===== src/sv/ecsm_pkg.sv =====
// ----------------------------------------------------------------------------
// ecsm_pkg: shared types and microcode for the EC scalar multiplier
// Field operation codes, register ids, the sequencer microcode store and
// defaults for the top level's parameters.
// ----------------------------------------------------------------------------
package ecsm_pkg;

	localparam int FIELD_BITS_DEF  = 31;
	localparam int SCALAR_BITS_DEF = 32;
	localparam longint unsigned MODULUS_RST = 64'd2147483647;
	localparam int PC_W = 6;

	// configuration register indexes
	localparam logic [1:0] CFG_MODULUS = 2'd0;
	localparam logic [1:0] CFG_CURVE_A = 2'd1;
	localparam logic [1:0] CFG_CURVE_B = 2'd2;

	typedef enum logic [2:0] {
		OP_ADD,
		OP_SUB,
		OP_MUL,
		OP_MOD,
		OP_INV,
		OP_RET
	} alu_op_t;

	typedef enum logic [3:0] {
		R_ZERO,
		R_IX,
		R_IY,
		R_IA,
		R_IB,
		R_I3,
		R_X,
		R_Y,
		R_CA,
		R_CB,
		R_K3,
		R_AX,
		R_AY,
		R_T0,
		R_T1,
		R_S
	} reg_id_t;

	typedef struct packed {
		alu_op_t op;
		reg_id_t dst;
		reg_id_t sa;
		reg_id_t sb;
	} uop_t;

	typedef struct packed {
		logic    start;
		alu_op_t op;
	} alu_req_t;

	// program entry points
	localparam logic [PC_W-1:0] ENT_SETUP = 6'd0;
	localparam logic [PC_W-1:0] ENT_DBL   = 6'd12;
	localparam logic [PC_W-1:0] ENT_ADD   = 6'd26;

	function automatic uop_t uop_rom(input logic [PC_W-1:0] pc);
		uop_t u;
		case (pc)
			// reduce operands, then evaluate both sides of the curve equation
			6'd0:  u = '{OP_MOD, R_X,  R_IX, R_ZERO};
			6'd1:  u = '{OP_MOD, R_Y,  R_IY, R_ZERO};
			6'd2:  u = '{OP_MOD, R_CA, R_IA, R_ZERO};
			6'd3:  u = '{OP_MOD, R_CB, R_IB, R_ZERO};
			6'd4:  u = '{OP_MOD, R_K3, R_I3, R_ZERO};
			6'd5:  u = '{OP_MUL, R_T0, R_Y,  R_Y};
			6'd6:  u = '{OP_MUL, R_T1, R_X,  R_X};
			6'd7:  u = '{OP_MUL, R_T1, R_X,  R_T1};
			6'd8:  u = '{OP_MUL, R_S,  R_CA, R_X};
			6'd9:  u = '{OP_ADD, R_T1, R_T1, R_S};
			6'd10: u = '{OP_ADD, R_T1, R_T1, R_CB};
			6'd11: u = '{OP_RET, R_ZERO, R_ZERO, R_ZERO};
			// double the accumulator
			6'd12: u = '{OP_MUL, R_T0, R_AX, R_AX};
			6'd13: u = '{OP_MUL, R_T0, R_T0, R_K3};
			6'd14: u = '{OP_ADD, R_T0, R_T0, R_CA};
			6'd15: u = '{OP_ADD, R_T1, R_AY, R_AY};
			6'd16: u = '{OP_INV, R_T1, R_T1, R_ZERO};
			6'd17: u = '{OP_MUL, R_S,  R_T0, R_T1};
			6'd18: u = '{OP_MUL, R_T0, R_S,  R_S};
			6'd19: u = '{OP_SUB, R_T0, R_T0, R_AX};
			6'd20: u = '{OP_SUB, R_T0, R_T0, R_AX};
			6'd21: u = '{OP_SUB, R_T1, R_AX, R_T0};
			6'd22: u = '{OP_MUL, R_T1, R_T1, R_S};
			6'd23: u = '{OP_SUB, R_AY, R_T1, R_AY};
			6'd24: u = '{OP_ADD, R_AX, R_T0, R_ZERO};
			6'd25: u = '{OP_RET, R_ZERO, R_ZERO, R_ZERO};
			// add the base point to the accumulator
			6'd26: u = '{OP_SUB, R_T0, R_AY, R_Y};
			6'd27: u = '{OP_SUB, R_T1, R_AX, R_X};
			6'd28: u = '{OP_INV, R_T1, R_T1, R_ZERO};
			6'd29: u = '{OP_MUL, R_S,  R_T0, R_T1};
			6'd30: u = '{OP_MUL, R_T0, R_S,  R_S};
			6'd31: u = '{OP_SUB, R_T0, R_T0, R_X};
			6'd32: u = '{OP_SUB, R_T0, R_T0, R_AX};
			6'd33: u = '{OP_SUB, R_T1, R_X,  R_T0};
			6'd34: u = '{OP_MUL, R_T1, R_T1, R_S};
			6'd35: u = '{OP_SUB, R_AY, R_T1, R_Y};
			6'd36: u = '{OP_ADD, R_AX, R_T0, R_ZERO};
			default: u = '{OP_RET, R_ZERO, R_ZERO, R_ZERO};
		endcase
		return u;
	endfunction

endpackage


===== src/sv/ecsm_alu.sv =====
// ----------------------------------------------------------------------------
// ecsm_alu: bit-serial GF(p) arithmetic unit
// Add and subtract registered straight from idle; multiply by shift-and-add one bit per cycle;
// reduction by restoring division one bit per cycle; inversion by extended
// Euclid built from the serial divider and multiplier.
// ----------------------------------------------------------------------------
module ecsm_alu import ecsm_pkg::*; #(
	parameter int FIELD_BITS = FIELD_BITS_DEF
) (
	input  logic                  clk,
	input  logic                  arst_n,
	input  alu_req_t              req,
	input  logic [FIELD_BITS-1:0] opa,
	input  logic [FIELD_BITS-1:0] opb,
	input  logic [FIELD_BITS-1:0] fm,
	output logic                  done,
	output logic [FIELD_BITS-1:0] res
);

	localparam int CW = $clog2(FIELD_BITS);

	typedef enum logic [5:0] {
		AS_IDLE = 6'b000001,
		AS_MUL  = 6'b000010,
		AS_DIV  = 6'b000100,
		AS_ICHK = 6'b001000,
		AS_IDIV = 6'b010000,
		AS_IMUL = 6'b100000
	} alu_st_t;

	function automatic logic [FIELD_BITS-1:0] madd(
		input logic [FIELD_BITS-1:0] a,
		input logic [FIELD_BITS-1:0] b,
		input logic [FIELD_BITS-1:0] m
	);
		logic [FIELD_BITS:0] s;
		s = {1'b0, a} + {1'b0, b};
		if (s >= {1'b0, m}) s = s - {1'b0, m};
		return s[FIELD_BITS-1:0];
	endfunction

	function automatic logic [FIELD_BITS-1:0] msub(
		input logic [FIELD_BITS-1:0] a,
		input logic [FIELD_BITS-1:0] b,
		input logic [FIELD_BITS-1:0] m
	);
		logic [FIELD_BITS:0] d;
		if (a >= b) d = {1'b0, a} - {1'b0, b};
		else d = {1'b0, a} + {1'b0, m} - {1'b0, b};
		return d[FIELD_BITS-1:0];
	endfunction

	alu_st_t               st_q;
	logic                  done_q;
	logic [FIELD_BITS-1:0] res_q;
	logic [FIELD_BITS-1:0] mr_q, ma_q, mb_q;
	logic [FIELD_BITS-1:0] rem_q, dv_q, quo_q;
	logic [CW-1:0]         cnt_q;
	logic [FIELD_BITS-1:0] r0_q, r1_q, s0_q, s1_q;

	logic [FIELD_BITS-1:0] divisor;
	logic [FIELD_BITS:0]   trial, trial_sub;
	logic                  qbit;
	logic [FIELD_BITS-1:0] rem_nx, quo_nx;
	logic [FIELD_BITS-1:0] mul_r, ma_dbl;

	always_comb begin
		divisor   = (st_q == AS_IDIV) ? r1_q : fm;
		trial     = {rem_q, dv_q[FIELD_BITS-1]};
		trial_sub = trial - {1'b0, divisor};
		qbit      = (trial >= {1'b0, divisor});
		rem_nx    = qbit ? trial_sub[FIELD_BITS-1:0] : trial[FIELD_BITS-1:0];
		quo_nx    = {quo_q[FIELD_BITS-2:0], qbit};
		mul_r     = mb_q[0] ? madd(mr_q, ma_q, fm) : mr_q;
		ma_dbl    = madd(ma_q, ma_q, fm);
	end

	// pulse done in the same cycle as the result lands in res_q
	always_ff @(posedge clk or negedge arst_n) begin
		if (!arst_n) begin
			done_q <= 1'b0;
		end else begin
			case (st_q)
				AS_IDLE: done_q <= req.start && (req.op != OP_MUL) &&
					(req.op != OP_MOD) && (req.op != OP_INV);
				AS_MUL:  done_q <= (mb_q == '0);
				AS_DIV:  done_q <= (cnt_q == '0);
				AS_ICHK: done_q <= (r1_q == '0);
				default: done_q <= 1'b0;
			endcase
		end
	end

	always_ff @(posedge clk or negedge arst_n) begin
		if (!arst_n) begin
			st_q   <= AS_IDLE;
		end else begin
			case (st_q)
				AS_IDLE: begin
					if (req.start) begin
						case (req.op)
							OP_ADD: begin
								res_q  <= madd(opa, opb, fm);
							end
							OP_SUB: begin
								res_q  <= msub(opa, opb, fm);
							end
							OP_MUL: begin
								mr_q <= '0;
								ma_q <= opa;
								mb_q <= opb;
								st_q <= AS_MUL;
							end
							OP_MOD: begin
								rem_q <= '0;
								dv_q  <= opa;
								cnt_q <= CW'(FIELD_BITS - 1);
								st_q  <= AS_DIV;
							end
							OP_INV: begin
								r0_q <= opa;
								r1_q <= fm;
								s0_q <= {{(FIELD_BITS-1){1'b0}}, (fm != FIELD_BITS'(1))};
								s1_q <= '0;
								st_q <= AS_ICHK;
							end
							default: ;
						endcase
					end
				end
				AS_MUL: begin
					if (mb_q == '0) begin
						res_q  <= mr_q;
						st_q   <= AS_IDLE;
					end else begin
						mr_q <= mul_r;
						ma_q <= ma_dbl;
						mb_q <= mb_q >> 1;
					end
				end
				AS_DIV: begin
					rem_q <= rem_nx;
					dv_q  <= dv_q << 1;
					cnt_q <= cnt_q - CW'(1);
					if (cnt_q == '0) begin
						res_q  <= rem_nx;
						st_q   <= AS_IDLE;
					end
				end
				AS_ICHK: begin
					if (r1_q == '0) begin
						res_q  <= s0_q;
						st_q   <= AS_IDLE;
					end else begin
						rem_q <= '0;
						dv_q  <= r0_q;
						cnt_q <= CW'(FIELD_BITS - 1);
						st_q  <= AS_IDIV;
					end
				end
				AS_IDIV: begin
					rem_q <= rem_nx;
					dv_q  <= dv_q << 1;
					quo_q <= quo_nx;
					cnt_q <= cnt_q - CW'(1);
					if (cnt_q == '0) begin
						// rotate remainders, then form q * s1
						r0_q <= r1_q;
						r1_q <= rem_nx;
						ma_q <= quo_nx;
						mb_q <= s1_q;
						mr_q <= '0;
						st_q <= AS_IMUL;
					end
				end
				AS_IMUL: begin
					if (mb_q == '0) begin
						s1_q <= msub(s0_q, mr_q, fm);
						s0_q <= s1_q;
						st_q <= AS_ICHK;
					end else begin
						mr_q <= mul_r;
						ma_q <= ma_dbl;
						mb_q <= mb_q >> 1;
					end
				end
				default: st_q <= AS_IDLE;
			endcase
		end
	end

	assign done = done_q;
	assign res  = res_q;

endmodule


===== src/sv/ec_scalar_multiply_prime_field.sv =====
// ----------------------------------------------------------------------------
// ec_scalar_multiply_prime_field: affine double-and-add over GF(p)
// Checks the input point against the curve, then forms scalar * point.
// ----------------------------------------------------------------------------
// One word in, one word out. The block first checks y^2 = x^3 + a*x + b and,
// for a point on the curve, scans the scalar from its top bit with affine
// doubling and addition; (0,0) stands for the point at infinity. All field
// arithmetic runs through one bit-serial unit, and an inversion runs
// extended Euclid with one serial division and one serial multiply per round
// (up to about 1.44*FIELD_BITS rounds). A doubling costs one inversion and
// five multiplies, an addition one inversion and three. A point off the
// curve returns without the scan. The next word is taken once the previous
// result has moved to the output register.
// ----------------------------------------------------------------------------
module ec_scalar_multiply_prime_field import ecsm_pkg::*; #(
	parameter int FIELD_BITS  = FIELD_BITS_DEF,
	parameter int SCALAR_BITS = SCALAR_BITS_DEF
) (
	input  logic                   clk,
	input  logic                   arst_n,
	input  logic                   cfg_we,
	input  logic [1:0]             cfg_index,
	input  logic [FIELD_BITS-1:0]  cfg_data,
	input  logic                   in_valid,
	output logic                   in_stall,
	input  logic [FIELD_BITS-1:0]  point_x,
	input  logic [FIELD_BITS-1:0]  point_y,
	input  logic [SCALAR_BITS-1:0] scalar,
	output logic                   out_valid,
	input  logic                   out_stall,
	output logic                   on_curve,
	output logic                   at_infinity,
	output logic [FIELD_BITS-1:0]  result_x,
	output logic [FIELD_BITS-1:0]  result_y
);

	localparam int IW = $clog2(SCALAR_BITS);

	typedef enum logic [6:0] {
		ST_IDLE   = 7'b0000001,
		ST_RUN    = 7'b0000010,
		ST_WAIT   = 7'b0000100,
		ST_STEP   = 7'b0001000,
		ST_ADDCHK = 7'b0010000,
		ST_NEXT   = 7'b0100000,
		ST_OUT    = 7'b1000000
	} state_t;

	typedef enum logic [1:0] {
		PH_SETUP,
		PH_DBL,
		PH_DBLADD,
		PH_ADD
	} phase_t;

	state_t                 state_q;
	phase_t                 phase_q;
	logic [PC_W-1:0]        pc_q;
	logic [IW-1:0]          idx_q;
	logic                   started_q, oncurve_q;
	logic [FIELD_BITS-1:0]  modulus_q, curve_a_q, curve_b_q;
	logic [FIELD_BITS-1:0]  in_x_q, in_y_q;
	logic [SCALAR_BITS-1:0] scalar_q;
	logic [FIELD_BITS-1:0]  x_q, y_q, ca_q, cb_q, k3_q, ax_q, ay_q, t0_q, t1_q, s_q;
	logic                   out_valid_q, on_curve_q, inf_q;
	logic [FIELD_BITS-1:0]  rx_q, ry_q;

	uop_t                  uop;
	alu_req_t              alu_req;
	logic                  alu_done;
	logic [FIELD_BITS-1:0] alu_res, opa, opb, fm;
	logic                  acc_inf, base_inf, cur_bit;

	function automatic logic [FIELD_BITS-1:0] pick(
		input reg_id_t               id,
		input logic [FIELD_BITS-1:0] ix, iy, ia, ib,
		input logic [FIELD_BITS-1:0] x, y, ca, cb, k3,
		input logic [FIELD_BITS-1:0] ax, ay, t0, t1, s
	);
		logic [FIELD_BITS-1:0] v;
		case (id)
			R_ZERO: v = '0;
			R_IX:   v = ix;
			R_IY:   v = iy;
			R_IA:   v = ia;
			R_IB:   v = ib;
			R_I3:   v = FIELD_BITS'(3);
			R_X:    v = x;
			R_Y:    v = y;
			R_CA:   v = ca;
			R_CB:   v = cb;
			R_K3:   v = k3;
			R_AX:   v = ax;
			R_AY:   v = ay;
			R_T0:   v = t0;
			R_T1:   v = t1;
			R_S:    v = s;
			default: v = '0;
		endcase
		return v;
	endfunction

	always_comb begin
		uop      = uop_rom(pc_q);
		fm       = (modulus_q == '0) ? FIELD_BITS'(1) : modulus_q;
		opa      = pick(uop.sa, in_x_q, in_y_q, curve_a_q, curve_b_q, x_q, y_q, ca_q,
			cb_q, k3_q, ax_q, ay_q, t0_q, t1_q, s_q);
		opb      = pick(uop.sb, in_x_q, in_y_q, curve_a_q, curve_b_q, x_q, y_q, ca_q,
			cb_q, k3_q, ax_q, ay_q, t0_q, t1_q, s_q);
		alu_req.start = (state_q == ST_RUN) && (uop.op != OP_RET);
		alu_req.op    = uop.op;
		acc_inf  = (ax_q == '0) && (ay_q == '0);
		base_inf = (x_q == '0) && (y_q == '0);
		cur_bit  = scalar_q[idx_q];
	end

	ecsm_alu #(
		.FIELD_BITS(FIELD_BITS)
	) u_alu (
		.clk   (clk),
		.arst_n(arst_n),
		.req   (alu_req),
		.opa   (opa),
		.opb   (opb),
		.fm    (fm),
		.done  (alu_done),
		.res   (alu_res)
	);

	always_ff @(posedge clk or negedge arst_n) begin
		if (!arst_n) begin
			state_q     <= ST_IDLE;
			phase_q     <= PH_SETUP;
			pc_q        <= '0;
			idx_q       <= '0;
			started_q   <= 1'b0;
			oncurve_q   <= 1'b0;
			modulus_q   <= FIELD_BITS'(MODULUS_RST);
			curve_a_q   <= '0;
			curve_b_q   <= '0;
			out_valid_q <= 1'b0;
		end else begin
			if (cfg_we) begin
				case (cfg_index)
					CFG_MODULUS: modulus_q <= cfg_data;
					CFG_CURVE_A: curve_a_q <= cfg_data;
					CFG_CURVE_B: curve_b_q <= cfg_data;
					default: ;
				endcase
			end

			// drop the output word once taken, unless a new one loads now
			if (out_valid_q && !out_stall && state_q != ST_OUT) out_valid_q <= 1'b0;

			case (state_q)
				ST_IDLE: begin
					if (in_valid) begin
						in_x_q   <= point_x;
						in_y_q   <= point_y;
						scalar_q <= scalar;
						pc_q     <= ENT_SETUP;
						phase_q  <= PH_SETUP;
						state_q  <= ST_RUN;
					end
				end
				ST_RUN: begin
					if (uop.op == OP_RET) begin
						case (phase_q)
							PH_SETUP: begin
								ax_q      <= '0;
								ay_q      <= '0;
								started_q <= 1'b0;
								idx_q     <= IW'(SCALAR_BITS - 1);
								oncurve_q <= (t0_q == t1_q);
								state_q   <= (t0_q == t1_q) ? ST_STEP : ST_OUT;
							end
							PH_DBL:  state_q <= ST_ADDCHK;
							default: state_q <= ST_NEXT;
						endcase
					end else begin
						state_q <= ST_WAIT;
					end
				end
				ST_WAIT: begin
					if (alu_done) begin
						case (uop.dst)
							R_X:  x_q  <= alu_res;
							R_Y:  y_q  <= alu_res;
							R_CA: ca_q <= alu_res;
							R_CB: cb_q <= alu_res;
							R_K3: k3_q <= alu_res;
							R_AX: ax_q <= alu_res;
							R_AY: ay_q <= alu_res;
							R_T0: t0_q <= alu_res;
							R_T1: t1_q <= alu_res;
							R_S:  s_q  <= alu_res;
							default: ;
						endcase
						pc_q    <= pc_q + PC_W'(1);
						state_q <= ST_RUN;
					end
				end
				ST_STEP: begin
					if (!started_q) begin
						// leading zeros leave the accumulator at infinity
						if (cur_bit) begin
							ax_q      <= x_q;
							ay_q      <= y_q;
							started_q <= 1'b1;
						end
						state_q <= ST_NEXT;
					end else if (ay_q == '0) begin
						ax_q    <= '0;
						ay_q    <= '0;
						state_q <= ST_ADDCHK;
					end else begin
						pc_q    <= ENT_DBL;
						phase_q <= PH_DBL;
						state_q <= ST_RUN;
					end
				end
				ST_ADDCHK: begin
					if (!cur_bit || base_inf) begin
						state_q <= ST_NEXT;
					end else if (acc_inf) begin
						ax_q    <= x_q;
						ay_q    <= y_q;
						state_q <= ST_NEXT;
					end else if (ax_q == x_q && ay_q == y_q) begin
						// equal points: double instead of add
						if (ay_q == '0) begin
							ax_q    <= '0;
							ay_q    <= '0;
							state_q <= ST_NEXT;
						end else begin
							pc_q    <= ENT_DBL;
							phase_q <= PH_DBLADD;
							state_q <= ST_RUN;
						end
					end else if (ax_q == x_q) begin
						// P + (-P)
						ax_q    <= '0;
						ay_q    <= '0;
						state_q <= ST_NEXT;
					end else begin
						pc_q    <= ENT_ADD;
						phase_q <= PH_ADD;
						state_q <= ST_RUN;
					end
				end
				ST_NEXT: begin
					if (idx_q == '0) begin
						state_q <= ST_OUT;
					end else begin
						idx_q   <= idx_q - IW'(1);
						state_q <= ST_STEP;
					end
				end
				ST_OUT: begin
					// hold until the output register is free
					if (!out_valid_q || !out_stall) begin
						out_valid_q <= 1'b1;
						on_curve_q  <= oncurve_q;
						inf_q       <= oncurve_q & acc_inf;
						rx_q        <= ax_q;
						ry_q        <= ay_q;
						state_q     <= ST_IDLE;
					end
				end
				default: state_q <= ST_IDLE;
			endcase
		end
	end

	assign in_stall    = (state_q != ST_IDLE);
	assign out_valid   = out_valid_q;
	assign on_curve    = on_curve_q;
	assign at_infinity = inf_q;
	assign result_x    = rx_q;
	assign result_y    = ry_q;

	a_done_in_wait: assert property (@(posedge clk) disable iff (!arst_n)
		alu_done |-> state_q == ST_WAIT)
		else $error("field unit finished outside a wait step");

	a_accept_starts: assert property (@(posedge clk) disable iff (!arst_n)
		in_valid && !in_stall |=> state_q == ST_RUN && pc_q == ENT_SETUP)
		else $error("accepted word did not start the setup program");

	a_off_curve_zero: assert property (@(posedge clk) disable iff (!arst_n)
		out_valid_q && !on_curve_q |-> !inf_q && rx_q == '0 && ry_q == '0)
		else $error("off-curve result carries nonzero fields");

	a_inf_zero: assert property (@(posedge clk) disable iff (!arst_n)
		out_valid_q && inf_q |-> rx_q == '0 && ry_q == '0)
		else $error("infinity result with nonzero coordinates");

endmodule


===== config.mk =====
export PLATFORM = sky130hd
export DESIGN_NAME = ec_scalar_multiply_prime_field
export DESIGN_NICKNAME = d
export VERILOG_FILES = /design/src/sv/ecsm_pkg.sv /design/src/sv/ecsm_alu.sv /design/src/sv/ec_scalar_multiply_prime_field.sv
export SDC_FILE = /design/constraint.sdc
export NUM_CORES = 2
export LEC_CHECK = 0
export ABC_AREA = 0
export BUFFER_PORTS_ARGS = -buffer_cell sky130_fd_sc_hd__buf_2
export CAP_MARGIN = 15
export CORE_ASPECT_RATIO = 2
export CORE_MARGIN = 3
export CORE_UTILIZATION = 40
export CTS_CLUSTER_SIZE = 28
export DETAILED_ROUTE_END_ITERATION = 7
export PLACE_DENSITY_LB_ADDON = 0.1
export SYNTH_ARGS = -nofsm -noshare
export SYNTH_HDL_FRONTEND = slang
export SYNTH_SLANG_ARGS = --single-unit

===== constraint.sdc =====
create_clock -name clk -period 18.6 [get_ports clk]
set_input_delay 0.93 -clock clk [delete_from_list [all_inputs] [get_ports clk]]
set_output_delay 0.93 -clock clk [all_outputs]
set_load 0.05 [all_outputs]

==> run metrics <==
number of synthesized flops with an enable pin 813; # DRC 0; multi-input logic area 32100 um^2; # Max-Cap Violations 0; M3 GR Usage approximately 5.3%; IO Port Bufs 197; post-synth top area cell edfxtp_1; io pins 198; Starting DRT DRC Count 5411; initial core utilization 40.4%; crit end category register; Synth Register Bits about 940; final wirelength 314 mm; M1 GR Usage 37.6%; Largest register FFs 32; largest reg by FF count scalar_q; Yosys top cell area share 39.3%; arrival time worst endpoint around 12 ns; WHS 0.134 ns; Routability Congestion 1.04; initial antenna violation count 13; Die X-Extent 285 um; depth of the CTS H-tree 3; post-CTS setup buffers 0; Root Driver clkbuf_16; CP most frequent cell inv_1; CP Class reg -> reg; # rows 203; Fin. Hold Viols 0; Die Y around 560 um; Tcrit/Tclk final between 60% and 70%; peak fanout along the critical path 31; maximum buffer depth of the clock tree 3; Resize count post-CTS 0; Layout area overhead 11.4%; All-Layer GR Usage 38.2%; peak supply drop 0.124 mV; GR peak layer met2; register area share after synthesis between 40% and 50%; syn_area_per_cell around 10 um^2; die area 160000 um^2; largest net degree at the start of global routing 81; fin crit period 11.41 ns; Synth area leaders edfxtp_1, ha_1, dfrtp_1; RSZ-0062 raised after global routing no; Worst Path Required 19.07 ns; TritonCTS buffer count 95; vias between 50000 and 60000; vias per cell 6.46; CTS tree yes; Post-Route Setup TNS 0 ns; Synth cell types 116; first-pass GRT wire length 429 mm; Max Fclk 0.0876 GHz; Final Slew Violations 0; Final HPWL DP roughly 240 mm; clock latency on the worst-skew pair 0.73 ns; FFs w/ async S/R, synth a little over an eighth; Pwr Density 159 nW/um^2; Worst Hold Class in -> async; CTS sink cnt 936; GRT met2 Usage 68.6%; layout cells sized above 1 12.4%; Yosys Warn Count 0; clock skew 0.0465 ns; Setup crit start kind register; clock slew at reported path FFs 0.07 ns; outcome completed; total core area roughly 150000 um^2; number of nets still failing antenna checks after routing 0; Mapped Nets 6603; NumNets Final 6761; drt first pass iters 8; slowest stage delay, CP roughly 0.71 ns; Core Util, Final 45.0%; Worst-Margin Slew 1.38 ns; total gr overflow 0; Hold Buf Count CTS 0; Post-Synthesis Cells ~6100; Max stage delay cell, worst path dfrtp_1; vias in the first global route 55758; Slew headroom 7.03%; cell area after synthesis 62100 um^2; Fillers 14803; count of final setup violators 0; ys flop type edfxtp_1; Reg area 27500 um^2; Leak around 27 nW; drt wl/cell 37.5 um
layout by cell type, fill, tap and decap left out, drive strengths merged, types with 36 or more instances in the layout:
cell,Yosys,final
nand2,555,555
clkinv,0,40
ha,321,321
a221oi,65,65
nor2,368,368
a21boi,38,38
buf,115,353
nor2b,60,60
o211ai,55,55
a22o,64,64
fa,68,68
nand2b,54,54
and2,64,64
o221ai,36,36
edfxtp,813,813
nand4,86,86
dfrtp,90,90
clkbuf,179,124
mux2i,88,88
a21o,106,106
nor4,87,87
o21ai,327,327
a31oi,39,39
a22oi,284,284
mux2,76,76
and3,50,50
xor2,134,134
xnor2,225,225
nand3,125,125
o21bai,42,42
a21oi,406,406
inv,393,399
a211oi,70,70
o21a,53,53
a222oi,57,57
nor3,96,96
critical path: cells and delay by family (launching register included):
family                     cells  cell delay (ns)
DFF                            1             0.71
and+or+nand+nor                8             2.16
adders and majority gates      3             1.40
buffers and inverters          6             1.72
AOI/OAI and AO/OA             16             4.87
xor gates and xnor gates       1             0.20
cells in the mapped netlist (all sizes together) (20+ instances only):
library cell	instances
nand2b	54
edfxtp	813
buf	115
nor2	368
a21o	106
mux2	76
a221o	31
nor3	96
nand4	86
a21oi	406
fa	68
a221oi	65
o221ai	36
mux2i	88
or3	21
nor2b	60
o21ai	327
or2	20
and2	64
xor2	134
nand3	125
dfstp	33
a222oi	57
nand2	555
ha	321
xnor2	225
o31ai	29
o211ai	55
nor4	87
o21bai	42
a22oi	284
and3	50
a21boi	38
nand3b	23
inv	393
o21a	53
a22o	64
clkbuf	179
dfrtp	90
a31oi	39
a211oi	70
power by group:
| group | switching, mW | internal (mW) |
|---|---|---|
| sequential | 0.222 | 2.62 |
| clock | 0.952 | 1.12 |
| combinational | 3.96 | 2.11 |
| total | 5.13 | 5.85 |
cell type report:
class                           instances  area share (%)
Multi-Input combinational cell       4459            46.4
Sequential cell                       936            39.8
Clock buffer                          123            3.77
Tap cell                             2050            3.71
Timing Repair Buffer                  355            3.27
Inverter                              393            2.13
Clock inverter                         55           0.863
Antenna cell                            6          0.0217
logic make-up after synthesis:
| group | after synthesis | share of synthesized area (%) |
|---|---|---|
| compound gates | 1874 | 21.2 |
| xor+xnor | 359 | 5.08 |
| fa+ha+maj | 389 | 8.66 |
| buf+inv | 687 | 4.50 |
| flops | 936 | 44.3 |
| mux | 175 | 3.20 |
| simple gates | 1662 | 13.1 |
metal layers:
metal | share of wire, % | up-vias
met1 | 32 | 26888
met5 | 0.014 | -
li1 | - | 23332
met2 | 50 | 2775
met3 | 5.7 | 1076
met4 | 12 | 6
metrics by stage:
stage / setup slack [ns] / area [um^2] / instances / total power, mW
finish: 7.19 / 69200 / 8377 / 11.0
global route: 6.78 / 69200 / 8372 / 11.5
detailed placement: 7.36 / 65900 / 8191 / 8.79
CTS: 7.34 / 69100 / 8369 / 10.9
floorplan: 10.08 / 62100 / 6082 / 6.73
global placement: 7.38 / 65900 / 8189 / 8.81
path summary, 6_finish.rpt:
kind | from | slack [ns] | end | cells after the start
max | pc_q[1]$_DFFE_PN0P_ | 7.19 | u_alu.res[11]$_DFFE_PP_ | 34
min | arst_n | 0.13 | curve_b_q[2]$_DFFE_PN0P_ | 1
max reg2reg | pc_q[1]$_DFFE_PN0P_ | 7.19 | u_alu.res[11]$_DFFE_PP_ | 34
min reg2reg | u_alu.quo_q[0]$_DFFE_PP_ | 0.47 | u_alu.quo_q[1]$_DFFE_PP_ | 0
max in group asynchronous | arst_n | 17.43 | curve_a_q[3]$_DFFE_PN0P_ | 2
min in group clk | point_y[24] | 0.38 | in_y_q[24]$_DFFE_PP_ | 1
Power figures use the tool's default switching activity.
